<file path="config.mk">
export PLATFORM = sky130hd
export DESIGN_NAME = cbom_ctrl
export DESIGN_NICKNAME = d
export VERILOG_FILES = /design/src/sv/cbom_pkg.sv /design/src/sv/cbom_ctrl.sv
export SDC_FILE = /design/constraint.sdc
export NUM_CORES = 1
export LEC_CHECK = 0
export CORE_AREA = 2 2 39 41
export CTS_CLUSTER_SIZE = 25
export DETAILED_ROUTE_END_ITERATION = 6
export DIE_AREA = 0 0 41 43
export DONT_BUFFER_PORTS = 1
export PLACE_DENSITY = 0.4
export SLEW_MARGIN = 20
export SYNTH_ARGS = -nofsm -noshare
export SYNTH_HDL_FRONTEND = slang
export SYNTH_SLANG_ARGS = --single-unit
</file>
<file path="constraint.sdc">
create_clock -name i_clk -period 0.9 [get_ports i_clk]
set_input_delay 0.09 -clock i_clk [delete_from_list [all_inputs] [get_ports i_clk]]
set_output_delay 0.09 -clock i_clk [all_outputs]
set_load 0.02 [all_outputs]
</file>
<file path="src/sv/cbom_pkg.sv">
// ----------------------------------------------------------------------------
// cbom_pkg
// Types and codes shared by the character/byte offset map.
// ----------------------------------------------------------------------------
package cbom_pkg;

    localparam int OP_W       = 3;
    localparam int CHAR_W     = 16;
    localparam int BYTE_IN_W  = 21;
    localparam int RANGE_W    = 49;
    localparam int BYTE_RES_W = 49;
    localparam int LOCAL_W    = 20;
    localparam int WOFF_W     = 48;
    localparam int COUNT_W    = 15;
    localparam int CFG_IDX_W  = 2;
    localparam int CFG_DATA_W = 48;

    typedef enum logic [OP_W-1:0] {
        OP_LOAD         = 3'd0,
        OP_CHAR_LOCAL   = 3'd1,
        OP_CHAR_GLOBAL  = 3'd2,
        OP_BYTE_TO_CHAR = 3'd3,
        OP_CLIP         = 3'd4
    } t_op;

    typedef enum logic [1:0] {
        STAT_OK       = 2'd0,
        STAT_BOUNDS   = 2'd1,
        STAT_NOTFOUND = 2'd2
    } t_status;

    typedef enum logic [CFG_IDX_W-1:0] {
        CFG_WINDOW_OFFSET = 2'd0,
        CFG_WINDOW_SIZE   = 2'd1,
        CFG_CHAR_COUNT    = 2'd2
    } t_cfg_reg;

    typedef enum logic [2:0] {
        S_IDLE,
        S_LOOKUP,
        S_SEARCH,
        S_CLIP,
        S_FINISH
    } t_state;

    typedef struct packed {
        logic start;
        logic lookup;
        logic search;
        logic clip;
        logic load_out;
    } t_cmd;

    typedef struct packed {
        t_op  op;
        logic search_done;
    } t_stat;

endpackage

</file>
<file path="src/sv/cbom_ctrl.sv">
// ----------------------------------------------------------------------------
// cbom_ctrl
// Sequencer for the offset map: one word in flight, output register handshake.
// ----------------------------------------------------------------------------
module cbom_ctrl
    import cbom_pkg::*;
(
    input  logic  i_clk,
    input  logic  i_rst_n,
    input  logic  i_in_valid,
    output logic  o_in_stall,
    output logic  o_out_valid,
    input  logic  i_out_stall,
    input  t_stat i_stat,
    output t_cmd  o_cmd
);

    t_state r_state, n_state;
    logic   r_out_valid, n_out_valid;

    always_ff @(posedge i_clk) begin
        if (!i_rst_n) begin
            r_state     <= S_IDLE;
            r_out_valid <= 1'b0;
        end else begin
            r_state     <= n_state;
            r_out_valid <= n_out_valid;
        end
    end

    always_comb begin
        n_state = r_state;
        o_cmd   = '0;
        case (r_state)
            S_IDLE: begin
                if (i_in_valid) begin
                    o_cmd.start = 1'b1;
                    case (i_stat.op)
                        OP_CHAR_LOCAL, OP_CHAR_GLOBAL: n_state = S_LOOKUP;
                        OP_BYTE_TO_CHAR:               n_state = S_SEARCH;
                        OP_CLIP:                       n_state = S_CLIP;
                        default:                       n_state = S_FINISH;
                    endcase
                end
            end
            S_LOOKUP: begin
                o_cmd.lookup = 1'b1;
                n_state      = S_FINISH;
            end
            S_SEARCH: begin
                o_cmd.search = 1'b1;
                if (i_stat.search_done) begin
                    n_state = S_FINISH;
                end
            end
            S_CLIP: begin
                o_cmd.clip = 1'b1;
                n_state    = S_FINISH;
            end
            S_FINISH: begin
                // move result into the output register once it is free
                if (!r_out_valid || !i_out_stall) begin
                    o_cmd.load_out = 1'b1;
                    n_state        = S_IDLE;
                end
            end
            default: n_state = S_IDLE;
        endcase
    end

    always_comb begin
        if (o_cmd.load_out) begin
            n_out_valid = 1'b1;
        end else if (r_out_valid && !i_out_stall) begin
            n_out_valid = 1'b0;
        end else begin
            n_out_valid = r_out_valid;
        end
    end

    assign o_in_stall  = (r_state != S_IDLE);
    assign o_out_valid = r_out_valid;

endmodule

</file>
==> results.cfg, run 1 <==
[status]
outcome = finished, violations left
violations = setup timing

[yosys]
synth_top_family_by_area = simple AND/OR/NAND/NOR gates
yosys_warnings = 0
seq_area_frac_synth_pct = 30.5
synth_mux_area_share_pct = 0
synth_edf_count = 0
synth_area_sq_um = 263
postSynthAreaPerCell_sq_um = 7.73
synth_fp_nets = 42
synth_compound_area_share_pct = 25.2
yosys.area_share.adder_pct = 0
synth-async-reset-ratio_pct = 0
synthXorXnorAreaFrac_pct = 3.33
syn_inst = 34
synth_flop_cell = dfxtp_1
synth.distinct_cells = 20
synth-simple-area-share_pct = 38.1
synth_seq_cells = 4

[power]
pwr-share-seq_pct = 34.3
switchingPower_uw = 190
p_comb_share_pct = 30.0
p_int_uw = 444
total_power_uw = 635
p_sw_share_pct = 30.0
total_leakage_power_uw = 0.000181
pwr_density_cell_nw_per_um2 = 1460
ir_drop_mv = 0.379
clkPwrFrac_pct = 35.7

[sta]
finalHoldViolCount = 0
fin_crit_ns = 1.11
tns_ns = -1.21
finalWorstSetupSlack_ns = -0.213
min_period_over_period_pct = 124
fmax_ghz = 0.899
worst_pin_slew_ns = 0.201
slew_viol_final = 0
setup_viol = 8
relSlewSlack_pct = 86.5
skew_ns = 0.00489
grt_setup_unrepaired = yes

[route]
drc = 0
post_drt_wl_per_cell_microns = 11.2
wl_met2_microns = 380
met3_wirelength_microns = 81
antenna_left = 0
viasPerCell = 4.79
vias = 292
dr.pass1.iters = 4
drt_iter0_markers = 3
routed_wl_microns = 682
wl_met1_microns = 220
maxUsedRoutingLayer = met3

[die]
die_x_microns = 41
rows = 14
initial_core_util_pct = 19.0
die_h_microns = 43
placeableCoreArea_sq_um = 1380
num_io_pins = 15
die_area_sq_um = 1760

[cells_and_area]
finalNonFillerCells = 61
diodes = 0
drive_above_1_share_pct = 53.3
post-route-util_pct = 31.4
area_growth_pct = 65.2
finalNetCount = 55

[global_route]
grt_start_max_net_pins = 8
antenna_found_initial = 0
grt_pass1_wl_microns = 1030
grt-ovfl-total = 0
track_usage_pct = 9.31
grt_pass1_vias = 276

[worst_setup_path]
crit_path_end_kind = output pin
path_class = reg -> out
cp-start-kind = flip-flop
worstPathMaxFanout = 6
critical_path_arrival_ns = 1.02
cp.required_ns = 0.81

[clock_network]
clkSlewWorstSetupHoldPaths_ns = 0.04
h-tree-depth = 1
cts_root_buf = clkbuf_4
clk-insertion-delay-late_ns = 0.24
clock-sinks = 4
tritoncts = done
clockBufferDepth = 2
numCtsBuffers = 3

[run]
cap_violations = 0

[place]
hpwl_microns = 531
io_buffers = 0
place_congestion = 0.649
dp_cells = 55

[worst_hold_path]
hold_class = in -> reg
## cell usage in the layout (no fill, tap or decap), types with 2 or more instances in the layout
cell type / instances
a21oi_2: 2
buf_4: 4
buf_6: 4
clkbuf_4: 3
dfxtp_4: 3
nand2_1: 5
o21ai_0: 3
## cell usage after synthesis (all sizes together) (2+ instances only)
cell type | number | area, sq um
o21ai | 3 | 15.0
nand2 | 5 | 18.8
a21oi | 3 | 18.8
nor3 | 2 | 10.0
nand2b | 2 | 12.5
nor2 | 2 | 7.51
or3 | 2 | 12.5
dfxtp | 4 | 80.1
## flip-flops by register name, indices dropped and copies added (netlist names)
name / count
o_out_valid: 1
r_state: 3
## area by class of cell
type,instances,area (sq um)
timing repair buffer,9,85.1
fill,157,950
sequential,4,92.6
multi-input combinational,29,214
tap,16,20.0
clock buffer,3,22.5
## worst paths after layout
kind	from	endpoint	slack [ns]	depth (start not counted)
worst max register to register	r_state[1]	r_state[2]	-0.07	4
worst min register to register	r_state[2]	o_out_valid	0.55	2
worst min-delay path	i_rst_n	r_state[1]	0.006	2
worst max-delay path	r_state[2]	o_cmd[4]	-0.21	3
## metal layers
metal	vias up	track usage [%]
met3	0	8.90
met5	-	0
met2	12	16.3
met4	0	4.00
met1	134	5.73
li1	146	-
## critical path, cell delays in order (launching register included)
cell and delay, ns:
dfxtp_4 0.35, buf_6 0.12, nor3_4 0.17, buf_6 0.14
## logic make-up (layout without fill, tap and decap cells)
family	after synthesis	in the layout
AND/OR/NAND/NOR	18	18
buffers and inverters	1	12
AO/OA/AOI/OAI	10	10
XOR/XNOR	1	1
flip-flops	4	4
## stage by stage
stage	hold WS (ns)	cell area [sq um]	setup WS [ns]
3_5_place_dp	0.234	340	-0.0519
4_1_cts	0.00130	432	-0.219
5_1_grt	0.0157	434	-0.257
3_3_place_gp	0.227	340	-0.0439
6_report	0.00647	434	-0.213
2_1_floorplan	0.223	283	-0.00632
## timing repair
| item | in CTS | in global routing |
|---|---|---|
| pin swaps | 4 | 2 |
| hold buffers | 1 | 0 |
| cloned | 0 | 0 |
| setup buffers | 2 | 0 |
| endpoints found under the setup margin | 7 | 9 |
| endpoints found under the hold margin | 2 | 0 |
| resized for setup | 15 | 1 |
## power groups by stage
stage	Combinational, uW	Clock, uW	Sequential (uW)
4_1_cts	193	230	218
2_1_floorplan	108	0	218
3_5_place_dp	151	0	221
5_1_grt	209	254	221
6_report	190	227	218
3_3_place_gp	149	0	220
(Power assumes the default switching activity.)
==> inputs of run 2 (changes only) <==
Settings changed: SKIP_CTS_REPAIR_TIMING set to 1.
==> results.cfg, run 2 (same netlist as run 1, synthesis figures left out) <==
[status]
outcome = finished, violations left
violations = setup timing

[global_route]
antenna_found_initial = 0
track_usage_pct = 8.82
grt_start_max_net_pins = 10
grt_pass1_vias = 251
grt_pass1_wl_microns = 959
grt-ovfl-total = 0

[power]
total_leakage_power_uw = 0.000173
pwr_density_cell_nw_per_um2 = 1500
total_power_uw = 624
ir_drop_mv = 0.378

[place]
place_area_sq_um = 340
dp_cells = 55
io_buffers = 0
place_ws_ns = -0.0519
place_congestion = 0.649
hpwl_microns = 531

[sta]
slew_viol_final = 0
setup_viol = 7
holdWs_ns = 0.00666
skew_ns = 0.00449
finalWorstSetupSlack_ns = -0.208
min_period_over_period_pct = 123
relSlewSlack_pct = 86.5
grt_setup_unrepaired = yes
fmax_ghz = 0.903
worst_pin_slew_ns = 0.201
finalHoldViolCount = 0
fin_crit_ns = 1.11

[route]
drc = 0
dr.pass1.iters = 3
antenna_left = 0
drt_iter0_markers = 6
routed_wl_microns = 679
viasPerCell = 4.80
vias = 288
post_drt_wl_per_cell_microns = 11.3

[worst_setup_path]
cp.required_ns = 0.81
critPathSlowestCell = dfxtp_4
cp-start-kind = flip-flop
crit_top_cell = buf_6
crit_path_end_kind = output pin
worst-r2r-setup-slack_ns = -0.05
worstPathMaxFanout = 7
crit_cells = 3
crit_family = flip-flops
path_cells = buf_6 -> nor3_4 -> buf_6
slowest_delay_ns = 0.36
r2r_start = r_state[1]
worst-path-buf-inv = 2
ff2ff_path_depth = 3
r2r_end = r_state[2]
path_class = reg -> out
critical_path_arrival_ns = 1.02

[worst_hold_path]
hold_class = in -> reg
hold_path_end = r_state[1]
holdCritStartpoint = i_rst_n
hold_depth = 2

[cells_and_area]
finalNonFillerCells = 60
fin_area_sq_um = 415
finalNetCount = 54
diodes = 0
largest_reg_flops = 3
fillers = 157
drive_above_1_share_pct = 50.0
area_growth_pct = 58.1
top_register = r_state
mostFrequentLayoutCell = nand2_1

[die]
die_h_microns = 43
die_x_microns = 41
die_area_sq_um = 1760
rows = 14
num_io_pins = 15
placeableCoreArea_sq_um = 1380
initial_core_util_pct = 19.0

[clock_network]
numCtsBuffers = 3
clock-sinks = 4
h-tree-depth = 1
clk-insertion-delay-late_ns = 0.24
cts_root_buf = clkbuf_4
clockBufferDepth = 2
clkSlewWorstSetupHoldPaths_ns = 0.04
tritoncts = done

[run]
cap_violations = 0
==> run 2: power by group <==
group | internal (uW) | total, uW | switching [uW] | leakage [uW]
sequential | 192 | 217 | 25.6 | 0.0000353
combinational | 94.9 | 180 | 85.0 | 0.000124
clock | 149 | 227 | 77.2 | 0.0000138
total | 436 | 624 | 188 | 0.000173
==> run 2: layout make-up <==
| type | count | area, sq um | share of cell area (%) |
|---|---|---|---|
| Clock buffer | 3 | 22.5 | 5.42 |
| Multi-Input combinational cell | 29 | 209 | 50.3 |
| Sequential cell | 4 | 92.6 | 22.3 |
| Tap cell | 16 | 20.0 | 4.82 |
| Timing Repair Buffer | 8 | 71.3 | 17.2 |
==> run 2: routing by layer <==
metal | track usage (%) | part of all wire (%) | vias to the layer above
li1 | - | - | 145
met1 | 7.03 | 34 | 131
met2 | 13.4 | 53 | 12
met3 | 8.90 | 12 | 0
met4 | 4.00 | 0 | 0
met5 | 0 | 0 | -
==> run 2: worst max-delay path by stage <==
stage	startpoint	end	slack (ns)
floorplan	r_state[2]	o_in_stall	-0.006
global placement	r_state[1]	r_state[2]	-0.04
detailed placement	r_state[1]	r_state[2]	-0.05
CTS	r_state[2]	o_cmd[4]	-0.27
global route	r_state[2]	o_cmd[2]	-0.26
finish	r_state[0]	o_cmd[4]	-0.21
==> run 2: metrics by stage <==
stage	TNS [ns]	util, %
2_1_floorplan	-0.00632	-
3_3_place_gp	-0.0463	24.6
3_5_place_dp	-0.0908	24.6
4_1_cts	-1.49	26.2
5_1_grt	-1.59	30.0
6_report	-1.13	30.0
==> run 2: worst reg2reg max path, stage by stage (launching register included) <==
cell      delay, ns
dfxtp_4        0.35
clkbuf_2       0.13
o31ai_1        0.23
o211a_1        0.18
